--- src/hdl/hsbrgb_pkg.sv ---
// ----------------------------------------------------------------------------
// hsbrgb_pkg: shared types and constants for the hsb to rgb converter
// fixed-point formats, stage records and hue sector codes
// ----------------------------------------------------------------------------
package hsbrgb_pkg;

	// number formats
	localparam int HUE_BITS        = 16;
	localparam int LEVEL_FRAC_BITS = 15;
	localparam int CHAN_W          = 8;

	// level with one integer bit, so 1.0 fits
	localparam int LVL_W       = LEVEL_FRAC_BITS + 1;
	// brightness times 255
	localparam int VSC_W       = LEVEL_FRAC_BITS + CHAN_W;
	// level multiplier, up to one times a full hue turn
	localparam int MUL_W       = LEVEL_FRAC_BITS + HUE_BITS + 1;
	localparam int TOTAL_SHIFT = 2 * LEVEL_FRAC_BITS + HUE_BITS;
	localparam int PQ_W        = TOTAL_SHIFT + CHAN_W;
	localparam int P_SHIFT     = 2 * LEVEL_FRAC_BITS;
	localparam int PP_W        = P_SHIFT + CHAN_W;

	localparam logic [LVL_W-1:0]    LVL_ONE  = LVL_W'(1) << LEVEL_FRAC_BITS;
	localparam logic [HUE_BITS:0]   HUE_ONE  = (HUE_BITS+1)'(1) << HUE_BITS;
	localparam logic [MUL_W-1:0]    FULL_MUL = MUL_W'(1) << (MUL_W - 1);
	localparam logic [PQ_W-1:0]     RND_Q    = PQ_W'(1) << (TOTAL_SHIFT - 1);
	localparam logic [PP_W-1:0]     RND_P    = PP_W'(1) << (P_SHIFT - 1);
	localparam logic [VSC_W-1:0]    RND_V    = VSC_W'(1) << (LEVEL_FRAC_BITS - 1);

	// six hue sectors, named by the color at their start
	typedef enum logic [2:0] {
		SEC_RED     = 3'd0,
		SEC_YELLOW  = 3'd1,
		SEC_GREEN   = 3'd2,
		SEC_CYAN    = 3'd3,
		SEC_BLUE    = 3'd4,
		SEC_MAGENTA = 3'd5
	} sector_t;

	// stage 1: clamped levels and hue position
	typedef struct packed {
		sector_t             sector;
		logic [LVL_W-1:0]    sat;
		logic [HUE_BITS-1:0] frac;
		logic [HUE_BITS:0]   frac_c;
		logic [VSC_W-1:0]    vscaled;
	} s1_t;

	// stage 2: level multipliers
	typedef struct packed {
		sector_t          sector;
		logic [VSC_W-1:0] vscaled;
		logic [LVL_W-1:0] sat_c;
		logic [MUL_W-1:0] mul_q;
		logic [MUL_W-1:0] mul_t;
	} s2_t;

	// stage 3: scaled products before rounding
	typedef struct packed {
		sector_t          sector;
		logic [VSC_W-1:0] vscaled;
		logic [PP_W-1:0]  prod_p;
		logic [PQ_W-1:0]  prod_q;
		logic [PQ_W-1:0]  prod_t;
	} s3_t;

	// result pixel, red in the low bits
	typedef struct packed {
		logic [CHAN_W-1:0] blue;
		logic [CHAN_W-1:0] green;
		logic [CHAN_W-1:0] red;
	} rgb_t;

endpackage

--- src/hdl/hsbrgb_level.sv ---
// ----------------------------------------------------------------------------
// hsbrgb_level: second pipeline stage
// forms the level multipliers for p, q and t from saturation and hue fraction
// ----------------------------------------------------------------------------
module hsbrgb_level (
	input  logic             clk,
	input  logic             arst_n,
	input  logic             vld_s1,
	output logic             in_rdy,
	input  hsbrgb_pkg::s1_t  data_s1,
	output logic             vld_s2,
	input  logic             out_rdy,
	output hsbrgb_pkg::s2_t  data_s2
);

	logic [hsbrgb_pkg::MUL_W-1:0]  sf;
	logic [hsbrgb_pkg::MUL_W:0]    sfc;
	hsbrgb_pkg::s2_t               nxt;

	assign in_rdy = !vld_s2 || out_rdy;

	// saturation times fraction and its complement
	assign sf  = data_s1.sat * data_s1.frac;
	assign sfc = data_s1.sat * data_s1.frac_c;

	always_comb begin
		nxt.sector  = data_s1.sector;
		nxt.vscaled = data_s1.vscaled;
		nxt.sat_c   = hsbrgb_pkg::LVL_ONE - data_s1.sat;
		nxt.mul_q   = hsbrgb_pkg::FULL_MUL - sf;
		nxt.mul_t   = hsbrgb_pkg::FULL_MUL - sfc[hsbrgb_pkg::MUL_W-1:0];
	end

	// valid bit
	always_ff @(posedge clk or negedge arst_n) begin
		if (!arst_n) begin
			vld_s2 <= 1'b0;
		end else if (in_rdy) begin
			vld_s2 <= vld_s1;
		end
	end

	// payload
	always_ff @(posedge clk) begin
		if (vld_s1 && in_rdy) begin
			data_s2 <= nxt;
		end
	end

endmodule

--- config.mk ---
export PLATFORM = sky130hd
export DESIGN_NAME = hsbrgb_level
export DESIGN_NICKNAME = d
export VERILOG_FILES = /design/src/hdl/hsbrgb_pkg.sv /design/src/hdl/hsbrgb_level.sv
export SDC_FILE = /design/constraint.sdc
export NUM_CORES = 1
export LEC_CHECK = 0
export ABC_AREA = 1
export BUFFER_PORTS_ARGS = -buffer_cell sky130_fd_sc_hd__buf_2
export CAP_MARGIN = 20
export CORE_UTILIZATION = 35
export CTS_BUF_LIST = sky130_fd_sc_hd__clkbuf_4 sky130_fd_sc_hd__clkbuf_8
export CTS_CLUSTER_SIZE = 30
export DETAILED_ROUTE_END_ITERATION = 6
export HOLD_SLACK_MARGIN = 0.15
export PLACE_DENSITY_LB_ADDON = 0.15
export SYNTH_ARGS = -nofsm -noshare
export SYNTH_HDL_FRONTEND = slang
export SYNTH_SLANG_ARGS = --single-unit
--- constraint.sdc ---
create_clock -name clk -period 19.1 [get_ports clk]
set_clock_uncertainty 0.05 [all_clocks]
set_input_delay 3.82 -clock clk [delete_from_list [all_inputs] [get_ports clk]]
set_output_delay 3.82 -clock clk [all_outputs]
set_load 0.01 [all_outputs]
==> results of run 1 <==
stage by stage:
| step | util | std cells |
|---|---|---|
| after floorplan | - | 3149 |
| after global placement | 0.379 | 4090 |
| after detailed placement | 0.379 | 4090 |
| final | 0.382 | 4108 |
| after global routing | 0.382 | 4107 |
| after CTS | 0.382 | 4106 |
registers in the layout, summed over array words and instances (netlist names):
register / cells
data_s2: 106
vld_s2: 1
layer usage:
layer | GRT usage | share of wire
met5 | 0 | 0.00013
met4 | 0.0408 | 0.014
met3 | 0.0213 | 0.028
met2 | 0.331 | 0.50
met1 | 0.239 | 0.46
worst paths after layout:
path                               startpoint  cells after the start  slack [ns]                     to
setup / recovery                  data_s1[58]                     20        9.71  data_s2[19]$_DFFE_PP_
hold / removal             vld_s2$_DFFE_PN0N_                      2        0.55     vld_s2$_DFFE_PN0N_
setup reg to reg           vld_s2$_DFFE_PN0N_                      2       17.21  data_s2[44]$_DFFE_PP_
hold reg to reg            vld_s2$_DFFE_PN0N_                      2        0.55     vld_s2$_DFFE_PN0N_
max in group asynchronous              arst_n                      1       15.88     vld_s2$_DFFE_PN0N_
min in group asynchronous              arst_n                      1        3.04     vld_s2$_DFFE_PN0N_
kinds of logic after synthesis:
logic type	count (synthesis)	synth area share
compound gates	54	0.0115
flops	107	0.134
fa+ha+maj	638	0.466
buf+inv	1164	0.184
xor+xnor	42	0.0153
simple gates	1144	0.189
layout make-up:
| cell class | count | area, um^2 |
|---|---|---|
| multi-input cells | 1878 | 16400 |
| clock buffers | 9 | 124 |
| diodes | 2 | 5.00 |
| inverters | 1034 | 3890 |
| flip-flops and latches | 107 | 3210 |
| well taps | 873 | 1090 |
| clock inverters | 7 | 103 |
| repair buffers | 198 | 1020 |
| fillers | 7186 | 41700 |
worst reg2reg max path, delay by kind of cell (launching register included):
family	cells	cell delay, ns
DFF	1	0.45
buffers and inverters	1	0.63
AOI/OAI and AO/OA	1	0.27
layout by cell type, fill, tap and decap left out, types with 4 or more instances in the layout:
cell type	instances
edfxtp_1	106
buf_2	186
clkbuf_8	9
xor2_1	38
nor2_2	4
nor3_1	14
inv_1	1029
xnor2_1	4
and2_1	4
ha_1	215
nor2_1	74
a21oi_1	42
nand4_1	22
nand3_1	65
o21ai_0	9
nand2_1	949
fa_1	423
buf_4	12
==> results by stage, run 1 <==
Clock network:
- Buffers inserted to repair hold after CTS numbered 0.
- The post-CTS setup repair buffer count is 0.
- Post-CTS repair changed the size of 0 cells.
- The maximum level of the CTS H-tree is 3.
- The CTS buffer count is 9.
- The clock slew seen by the registers of the worst setup and hold paths is around 0.14 ns.
- The buffer type at the clock tree root is clkbuf_8.
- The clock latency at the later pin of the worst-skew pair is between 0.4 and 0.5 ns.
- No sink is reached through more buffers than the 2 on the longest clock path.
- The CTS tree is yes.
- The number of sinks driven by the clock tree is 107.

Critical path:
- The slowest library cell on the worst path is buf_2.
- The signal on the critical path passes through buf_2 > nand2_1 > fa_1 > inv_1 > fa_1 > inv_1 > fa_1 > inv_1 > fa_1 > fa_1 > fa_1 > inv_1 > ha_1 > nand2_1 > nor2_1 > inv_1 > nor2_1 > nand4_1 > nand4_1 > nand2_1.
- The most repeated library cell on the critical path is fa_1.
- Data on the critical path arrives at its endpoint at ~9.6 ns.
- The data required time of the worst path is ~19 ns.
- The maximum single-stage delay on the critical path is about 0.74 ns.
- The kind of critical path is primary input to flop.
- The critical path startpoint category is a primary input.
- Along the worst path, the maximum fanout reaches 35.
- The number of buffers and inverters on the critical path is 6.
- The category of cells accounting for the largest share of critical-path delay is adder cells.
- The worst setup path is captured at a flop.

Synth:
- Synthesis produced a netlist with a net count of 3866.
- The most area-hungry cell type in the Yosys netlist is fa_1.
- In the synthesized netlist, the cells that appear most often are inv_1, nand2_1, fa_1.
- Of the synthesized area, sequential elements account for 0.134.
- Yosys printed 0 warnings.
- By area the synthesized netlist is led by fa_1, inv_1, nand2_1, edfxtp_1, ha_1.
- The synthesized flop and latch total is about 110.
- Synthesis produced a netlist whose cell count is between 3000 and 4000.
- The share of async-settable or async-resettable flops after synthesis is 0.00935.
- In the post-synthesis netlist, the cell with the most instances is inv_1.
- The leading register cell type out of synthesis is edfxtp_1.
- The number of enable-type register cells in the synthesized netlist is between 100 and 150.
- The average cell area after synthesis is 7.61 um^2.
- The area of the mapped netlist is 24000 um^2.
- The netlist uses 34 different library cells.
- The share of synthesized area in the top cell type comes to 0.353.

Timing:
- The final period demand of the worst path is roughly 9.4 ns.
- The post-route clock period utilization is 0.492.
- Setup violations remaining at the end of the flow were counted as 0.
- After layout, the worst setup slack is between 9 and 10 ns.
- Derived from the worst setup path, the maximum achievable clock frequency is between 100 and 150 MHz.
- The sum of negative setup slack is 0 ns.
- The hold violation count in the final report was 0.
- Setup repair after global routing left no endpoint under its margin.
- The worst pin sits at a relative slew slack of 0.295.
- The tightest hold path in the finished design has a slack of 0.548 ns.
- The final max-slew violation count is 0.
- At the pin with the least slew margin, the transition time is around 1.1 ns.

Finish:
- From synthesis to final layout, the design area changed by 7.61%.
- The number of nets in the layout is roughly 3900.
- The proportion of layout cells with a drive suffix above 1 is 0.0718.
- Once layout is done, the placed cells without fillers occupy between 20000 and 30000 um^2.

GRT:
- Entering global routing, the biggest net connects between 50 and 60 pins.
- The first-pass GRT wire length is about 100 mm.
- Summed over all layers, the global routing overflow is 0.
- The all-layer global routing usage is 0.185.
- The initial antenna violation count is 3.
- The number of global-route vias before repair is a little under 20000.

Drt:
- In the routed design, unresolved DRC markers number 0.
- The antenna violation net count after detailed routing is 0.
- For this run, the detailed router's first-pass iteration total came to 5.
- The post-detailed-route via-to-cell ratio is 4.38.
- The routed length per placed instance is 14.8 um.
- The via count of the routed design is 18000.
- The total routed wirelength is approximately 60 mm.
- The violation count after the first detailed-routing iteration is 678.

Placed design:
- Before CTS, the worst setup slack after placement is roughly 9.2 ns.
- The detailed-placement wirelength estimate is 48.9 mm.
- At the end of routability-driven placement, the weighted congestion stood at approximately 0.86.
- The placed instances occupy a cell area of 25600 um^2.
- In this run the tool buffered the top-level ports with about 190 buffer cells.

Floorplanning:
- The die is about 260 um tall.
- The count of standard-cell rows is 95.
- The die boundary width is 264 um.
- For this configuration, the core starts out at a cell density of 0.355.
- The total area inside the core boundary comes to a little under 70000 um^2.
- The die covers approximately 70000 um^2.
- The I/O pin count is about 190.

Outcome:
- The run finished with clean final reports.

Min path:
- The path class of the lowest-slack min-delay path is flop to flop.

Flow run:
- The max-cap violation count is 0.
Power of run 1 is not shown: default switching activity piles up to over one toggle a cycle in this logic, so the estimate is an artifact.
==> inputs of run 2 (changes only) <==
==> constraint.sdc (replaced) <==
create_clock -name clk -period 9.1 [get_ports clk]
set_clock_uncertainty 0.05 [all_clocks]
set_input_delay 1.82 -clock clk [delete_from_list [all_inputs] [get_ports clk]]
set_output_delay 1.82 -clock clk [all_outputs]
set_load 0.01 [all_outputs]
==> run 2 against run 1 <==
Against the previous run:
- final cell count unchanged
- critical path depth increased by 1
- via count decreased by 0.49%
- critical path type unchanged
- wire length decreased by 0.41%
- register-to-register slack got worse by 10 ns
- flip-flop and latch count unchanged
- largest cell class unchanged
- design area about the same
- core utilization about the same
- count of clock-buffer cells in the layout unchanged
- non-clock buffer count increased by 1
- first-iteration DRC count decreased by 1.8%
- critical endpoint unchanged
- global-route usage increased by 0.095 points
==> results by stage, run 2 (synthesis gave the netlist of run 1 again) <==
Floorplanning:
- The count of standard-cell rows is 95 (unchanged).
- The vertical die dimension is 264 um (unchanged).
- The I/O pin count was 187 (unchanged).
- The die boundary width is 264 um (unchanged).
- The area enclosed by the die boundary is 69500 um^2 (unchanged).
- The initial core utilization is 0.355 (unchanged).
- The placeable core area is 67500 um^2 (unchanged).

Clock network:
- The clock latency at the later pin of the worst-skew pair is 0.47 ns (about the same).
- The CTS buffer count came to 9 (unchanged).
- The CTS tree is yes (unchanged).
- The maximum level of the CTS H-tree was 3 (unchanged).
- The buffer type at the clock tree root is clkbuf_8 (unchanged).
- The count of hold-fix buffers inserted at cts is 0 (unchanged).
- The number of sinks driven by the clock tree is 107 (unchanged).
- The post-CTS setup repair buffer count is 0 (unchanged).
- The maximum number of buffers from clock root to sink is 2 (unchanged).
- The post-cts gate resize count is 0 (unchanged).
- The clock slew seen by the registers of the worst setup and hold paths is 0.15 ns (was 0.14 ns).

Timing:
- The slew of the pin with the lowest slew margin is 1.01 ns (was 1.06 ns).
- Based on the critical path, the design can be clocked at up to roughly 140 MHz.
- The total setup violations reported at the end of the flow is 0 (unchanged).
- The final period demand of the worst path is 7.38 ns.
- The hold violation count in the final report was 0 (unchanged).
- Setup repair after global routing missed its margin: false (unchanged).
- Of the available clock period, the critical path in the final layout requires 0.811.
- The remaining max-slew budget at the tightest pin is 0.330 (was 0.295).
- The sum of negative setup slack is 0 ns (unchanged).
- The final max-slew violation count was 0 (unchanged).

Min path:
- The path class of the lowest-slack min-delay path is flop to flop (unchanged).

Finish:
- The number of filler cells placed in the layout is 7211 (was 7186).
- The flip-flop count of the largest register after layout is 106 (unchanged).
- The number of nets in the layout was 3946 (was 3945).
- The combined area of the multi-input logic cells was 16400 um^2 (unchanged).
- The register cell area after layout is 3210 um^2 (unchanged).
- The register with the most flip-flops was data_s2 (unchanged).
- The proportion of layout cells with a drive suffix above 1 is 0.0720 (was 0.0718).
- The commonest non-fill, non-tap cell in the layout was inv_1 (unchanged).
- Largest regs: data_s2 (106), vld_s2 (1) (unchanged).
- The layout overhead on the synthesized area is 7.65% (was 7.61%).
- Commonest non-fill, non-tap cells in the layout: inv_1, nand2_1, fa_1 (unchanged).

Placed design:
- The weighted congestion reported at the end of routability-driven placement is 0.883 (was 0.859).
- The count of buffers inserted at the top-level ports is 186 (unchanged).
- The detailed-placement wirelength estimate came to 50.1 mm (was 48.9 mm).

Critical path:
- The critical path capture point type is a flop (unchanged).
- The kind of critical path is primary input to flop (unchanged).
- The most repeated library cell on the critical path is fa_1 (unchanged).
- The maximum single-stage delay on the critical path is 0.55 ns (was 0.74 ns).
- The slowest library cell on the worst path was fa_1 (was buf_2).
- The number of buffer and inverter instances along the worst setup path is 7 (was 6).
- Cells traversed along the worst timing path: buf_2 > buf_4 > nand2_1 > inv_1 > fa_1 > fa_1 > inv_1 > fa_1 > fa_1 > fa_1 > inv_1 > fa_1 > inv_1 > ha_1 > nand2_1 > nor2_1 > inv_1 > nor2_1 > nand4_1 > nand4_1 > nand2_1 (was buf_2 > nand2_1 > fa_1 > inv_1 > fa_1 > inv_1 > fa_1 > inv_1 > fa_1 > fa_1 > fa_1 > inv_1 > ha_1 > nand2_1 > nor2_1 > inv_1 > nor2_1 > nand4_1 > nand4_1 > nand2_1).
- The largest fanout of any net on the critical path is 19 (was 35).
- The critical path startpoint category is a primary input (unchanged).
- The data required time of the worst path is 9.29 ns (was 19.29 ns).
- The category of cells accounting for the largest share of critical-path delay is adder cells (unchanged).
- The data arrival time of the critical path is 7.57 ns (was 9.59 ns).

GRT:
- The pin count of the biggest net entering global routing is 55 (unchanged).
- The all-layer global routing usage came to 0.186 (was 0.185).
- The number of global-route vias before repair is 19500 (was 19300).
- The initial antenna violation count is 3 (unchanged).
- The remaining global-route overflow is 0 (unchanged).
- The first-pass GRT wire length is 103 mm (was 102 mm).

Flow run:
- The max-cap violation count is 0 (unchanged).

Drt:
- The routed length per placed instance was 14.8 um (about the same).
- The via count of the routed design is 17900 (was 18000).
- The number of DRC violations after detailed routing is 0 (unchanged).
- The antenna violation net count after detailed routing was 0 (unchanged).
- The first-pass iteration count of the detailed router is 5 (unchanged).
- The post-detailed-route via-to-cell ratio is 4.36 (was 4.38).
- The total routed wirelength is 60.7 mm (was 60.9 mm).
- The violation count after the first detailed-routing iteration is 666 (was 678).

Outcome:
- Status: finished clean (unchanged).
[run 2: area by class of cell]
class | instances | share of cell area
Antenna cell | 1 | 0.0000970
Clock buffer | 9 | 0.00480
Clock inverter | 7 | 0.00417
Inverter | 1034 | 0.151
Multi-Input combinational cell | 1878 | 0.634
Sequential cell | 107 | 0.124
Tap cell | 873 | 0.0423
Timing Repair Buffer | 199 | 0.0399
[run 2: worst register-to-register path, cell delays in order (launching register included)]
cell and delay [ns]:
dfrtp_1 0.45, a21oi_4 0.27, buf_4 0.60
[run 2: per-stage QoR]
step | utilization | setup WS, ns | cells | hold slack [ns] | instance area, um^2
detailed placement | 0.379 | 1.24 | 4091 | 0.522 | 25600
finish | 0.382 | 1.72 | 4108 | 0.544 | 25800
CTS | 0.382 | 1.78 | 4107 | 0.557 | 25800
global placement | 0.379 | 1.18 | 4091 | 0.518 | 25600
floorplan | - | 1.47 | 3149 | 0.559 | 24000
global route | 0.382 | 1.46 | 4108 | 0.625 | 25800
[run 2: worst paths after layout]
kind                                     from                     to  slack (ns)  depth (start not counted)
max                               data_s1[58]  data_s2[19]$_DFFE_PP_        1.72                         21
min                        vld_s2$_DFFE_PN0N_     vld_s2$_DFFE_PN0N_        0.54                          2
max reg2reg                vld_s2$_DFFE_PN0N_  data_s2[45]$_DFFE_PP_        7.22                          2
min reg2reg                vld_s2$_DFFE_PN0N_     vld_s2$_DFFE_PN0N_        0.54                          2
max in group asynchronous              arst_n     vld_s2$_DFFE_PN0N_        7.89                          1
min in group asynchronous              arst_n     vld_s2$_DFFE_PN0N_        1.03                          1
[run 2: layer usage]
layer	vias to the layer above	GRT usage	routed length [um]
li1	8980	-	-
met1	8627	0.236	27500
met2	233	0.336	30600
met3	59	0.0207	1530
met4	2	0.0450	1090
met5	-	0	13
Power of run 2 is left out for the same reason.
==> inputs of run 3 (changes only) <==
--- a/config.mk
+++ b/config.mk
@@ -5,7 +5,7 @@
 export SDC_FILE = /design/constraint.sdc
 export NUM_CORES = 1
 export LEC_CHECK = 0
-export ABC_AREA = 1
+export ABC_AREA = 0
 export BUFFER_PORTS_ARGS = -buffer_cell sky130_fd_sc_hd__buf_2
 export CAP_MARGIN = 20
 export CORE_UTILIZATION = 35
==> constraint.sdc (replaced) <==
create_clock -name clk -period 7.2 [get_ports clk]
set_clock_uncertainty 0.05 [all_clocks]
set_input_delay 1.44 -clock clk [delete_from_list [all_inputs] [get_ports clk]]
set_output_delay 1.44 -clock clk [all_outputs]
set_load 0.01 [all_outputs]
==> run 3 against run 2 <==
Against the previous run:
- core utilization increased by 2.3 points
- flip-flop and latch count unchanged
- die area decreased by 8.1%
- first-iteration DRC count increased by 15%
- largest cell class unchanged
- sequential share of layout area increased by 0.36 points
- worst hold slack got worse by 0.038 ns
==> results by stage, run 3 <==
Outcome:
- Status: finished clean (unchanged).

Clock network:
- The post-cts gate resize count is 0 (unchanged).
- The count of hold-fix buffers inserted at cts came to 0 (unchanged).
- The buffer type at the clock tree root is clkbuf_8 (unchanged).
- The CTS buffer count is 9 (unchanged).
- The clock latency at the later pin of the worst-skew pair was 0.45 ns (was 0.47 ns).
- The CTS tree was yes (unchanged).
- The number of sinks driven by the clock tree is 107 (unchanged).
- The post-CTS setup repair buffer count came to 0 (unchanged).
- The clock slew seen by the registers of the worst setup and hold paths was 0.12 ns (was 0.15 ns).
- The maximum number of buffers from clock root to sink is 2 (unchanged).
- The maximum level of the CTS H-tree is 3 (unchanged).

Placed design:
- The count of buffers inserted at the top-level ports was 186 (unchanged).
- The weighted congestion reported at the end of routability-driven placement is 0.867 (was 0.883).
- The number of placed instances with taps included is 3423 (was 4091).
- The detailed-placement wirelength estimate was 45.2 mm (was 50.1 mm).

Min path:
- The path class of the lowest-slack min-delay path is flop to flop (unchanged).
- The startpoint of the lowest-slack hold path is vld_s2$_DFFE_PN0N_ (unchanged).
- The end point of the most critical hold path is vld_s2$_DFFE_PN0N_ (unchanged).
- The number of stages on the worst hold path is 2 (unchanged).

Timing:
- The hold violation count in the final report is 0 (unchanged).
- Of the available clock period, the critical path in the final layout requires 0.949.
- The clock period could shrink to between 6 and 7 ns.
- The final max-slew violation count came to 0 (unchanged).
- The slew of the pin with the lowest slew margin is 0.816 ns (was 1.01 ns).
- The sum of negative setup slack is 0 ns (unchanged).
- For this run, the top clock speed supported by timing is 146 MHz.
- Setup repair after global routing missed its margin: false (unchanged).
- The total setup violations reported at the end of the flow is 0 (unchanged).
- The remaining max-slew budget at the tightest pin is 0.456 (was 0.330).

Critical path:
- The kind of critical path is primary input to flop (unchanged).
- The data arrival time of the critical path came to 6.99 ns (was 7.57 ns).
- The endpoint of the lowest-slack register-to-register path was data_s2[60]$_DFFE_PP_ (was data_s2[45]$_DFFE_PP_).
- The internal reg-to-reg setup slack is 4.86 ns (was 7.22 ns).
- The total stage count of the critical path is 20 (was 21).
- The launch instance of the worst register-to-register path is vld_s2$_DFFE_PN0N_ (unchanged).
- The critical path startpoint category is a primary input (unchanged).
- The slowest library cell on the worst path is fa_1 (unchanged).
- The number of buffer and inverter instances along the worst setup path is 5 (was 7).
- The largest fanout of any net on the critical path is 18 (was 19).
- The data required time of the worst path is 7.36 ns (was 9.29 ns).
- The most repeated library cell on the critical path is fa_1 (unchanged).
- The first element of the critical path was data_s1[66] (was data_s1[58]).
- The category of cells accounting for the largest share of critical-path delay was adder cells (unchanged).
- The maximum single-stage delay on the critical path is 0.56 ns (was 0.55 ns).
- Cells traversed along the worst timing path: buf_2 > buf_4 > nand2_1 > fa_1 > inv_1 > fa_1 > inv_1 > fa_1 > fa_1 > fa_1 > fa_1 > ha_1 > a21oi_1 > o21bai_1 > a21oi_1 > o21ai_0 > a41oi_1 > buf_4 > o21ai_1 > xor2_1 (was buf_2 > buf_4 > nand2_1 > inv_1 > fa_1 > fa_1 > inv_1 > fa_1 > fa_1 > fa_1 > inv_1 > fa_1 > inv_1 > ha_1 > nand2_1 > nor2_1 > inv_1 > nor2_1 > nand4_1 > nand4_1 > nand2_1).
- The number of cells on the worst reg-to-reg path came to 3 (was 2).
- The critical path capture point type is a flop (unchanged).

GRT:
- The all-layer global routing usage came to 0.179 (was 0.186).
- The first-pass GRT wire length is 90.2 mm (was 103 mm).
- The pin count of the biggest net entering global routing is 57 (was 55).
- The initial antenna violation count is 1 (was 3).
- The number of global-route vias before repair is 17400 (was 19500).
- The remaining global-route overflow is 0 (unchanged).

Synth:
- The most area-hungry cell type in the Yosys netlist is fa_1 (unchanged).
- Cell types with the largest area share after synthesis: fa_1, edfxtp_1, ha_1, inv_1, and2_1 (was fa_1, inv_1, nand2_1, edfxtp_1, ha_1).
- The synthesized net count is 3064 (was 3866).
- The area of the mapped netlist came to 22000 um^2 (was 24000 um^2).
- The synthesized flop and latch total is 107 (unchanged).
- The leading register cell type out of synthesis was edfxtp_1 (unchanged).
- The distinct cell type count after synthesis was 57 (was 34).
- Most common library cells after synthesis: inv_1, fa_1, nand2_1 (was inv_1, nand2_1, fa_1).
- The average cell area after synthesis is 9.38 um^2 (was 7.61 um^2).
- The most frequent cell after synthesis is inv_1 (unchanged).
- The share of the synthesized area in the top cell type is 0.385 (was 0.353).
- The synthesized instance count came to 2347 (was 3149).
- The yosys synthesis warning count is 0 (unchanged).
- The share of async-settable or async-resettable flops after synthesis is 0.00935 (unchanged).
- The number of enable-type register cells in the synthesized netlist is 106 (unchanged).
- The sequential share of the synthesized area is 0.146 (was 0.134).

Finish:
- The number of nets in the layout is 3314 (was 3946).
- Commonest non-fill, non-tap cells in the layout: inv_1, fa_1, nand2_1 (was inv_1, nand2_1, fa_1).
- Largest regs: data_s2 (106), vld_s2 (1) (unchanged).
- The final core utilization is 0.405 (was 0.382).
- The register with the most flip-flops is data_s2 (unchanged).
- The flip-flop count of the largest register after layout came to 106 (unchanged).
- The commonest non-fill, non-tap cell in the layout is inv_1 (unchanged).
- The number of filler cells placed in the layout is 6447 (was 7211).
- The proportion of layout cells with a drive suffix above 1 came to 0.142 (was 0.0720).
- The number of standard cells in the layout, taps in and fillers out is 3440 (was 4108).
- The layout overhead on the synthesized area was 13.9% (was 7.65%).

Flow run:
- The max-cap violation count is 0 (unchanged).

Drt:
- The via count of the routed design came to 16200 (was 17900).
- The total routed wirelength is 53.5 mm (was 60.7 mm).
- The violation count after the first detailed-routing iteration came to 769 (was 666).
- The post-detailed-route via-to-cell ratio was 4.70 (was 4.36).
- The number of DRC violations after detailed routing is 0 (unchanged).
- The routed length per placed instance is 15.6 um (was 14.8 um).
- The antenna violation net count after detailed routing is 0 (unchanged).
- The first-pass iteration count of the detailed router is 5 (unchanged).

Floorplanning:
- The area enclosed by the die boundary was 63900 um^2 (was 69500 um^2).
- The vertical die dimension came to 253 um (was 264 um).
- The die boundary width is 253 um (was 264 um).
- The placeable core area was 61900 um^2 (was 67500 um^2).
- The count of standard-cell rows is 91 (was 95).
- The initial core utilization is 0.355 (about the same).
- The I/O pin count is 187 (unchanged).
[run 3: logic make-up (layout without fill, tap and decap cells)]
| group | count (synthesis) | after routing | synth area share |
|---|---|---|---|
| simple gates | 665 | 665 | 0.148 |
| flops | 107 | 107 | 0.146 |
| compound gates | 171 | 171 | 0.0503 |
| fa+ha+maj | 638 | 638 | 0.507 |
| other cells | 0 | 1 | 0 |
| buf+inv | 688 | 943 | 0.118 |
| xor+xnor | 78 | 78 | 0.0310 |
[run 3: worst register-to-register path, stage by stage (launching register included)]
cell and delay (ns):
dfrtp_1 0.39, nand2b_1 0.11, and2_4 0.68, buf_4 0.68
[run 3: final cells by class]
| type | instances | area (um^2) | share of cell area |
|---|---|---|---|
| antenna | 1 | 2.50 | 0.0000998 |
| clock buffer | 9 | 124 | 0.00494 |
| clock inverter | 7 | 83.8 | 0.00334 |
| inverter | 583 | 2190 | 0.0872 |
| sequential | 107 | 3210 | 0.128 |
| timing repair buffer | 344 | 2220 | 0.0884 |
| tap | 837 | 1050 | 0.0417 |
| multi-input combinational | 1552 | 16200 | 0.646 |
[run 3: how the worst max path moves through the flow]
stage                                 end  slack (ns)
finish              data_s2[30]$_DFFE_PP_        0.37
global route        data_s2[31]$_DFFE_PP_        0.20
floorplan           data_s2[58]$_DFFE_PP_        0.07
CTS                 data_s2[30]$_DFFE_PP_        0.49
global placement    data_s2[30]$_DFFE_PP_       0.002
detailed placement  data_s2[31]$_DFFE_PP_       -0.02
[run 3: per-stage QoR]
step | worst slack [ns] | instance area (um^2) | hold WS (ns)
2_1_floorplan | 0.0695 | 22000 | 0.572
3_3_place_gp | 0.00235 | 24900 | 0.457
3_5_place_dp | -0.0225 | 24900 | 0.478
4_1_cts | 0.490 | 25100 | 0.509
5_1_grt | 0.195 | 25100 | 0.536
6_report | 0.366 | 25100 | 0.506
[run 3: metal layers]
metal,share of wire,global-route usage
met1,0.47,0.255
met3,0.041,0.0203
met5,0,0
met4,0.0095,0.0308
met2,0.48,0.295
Power of run 3 is left out for the same reason.
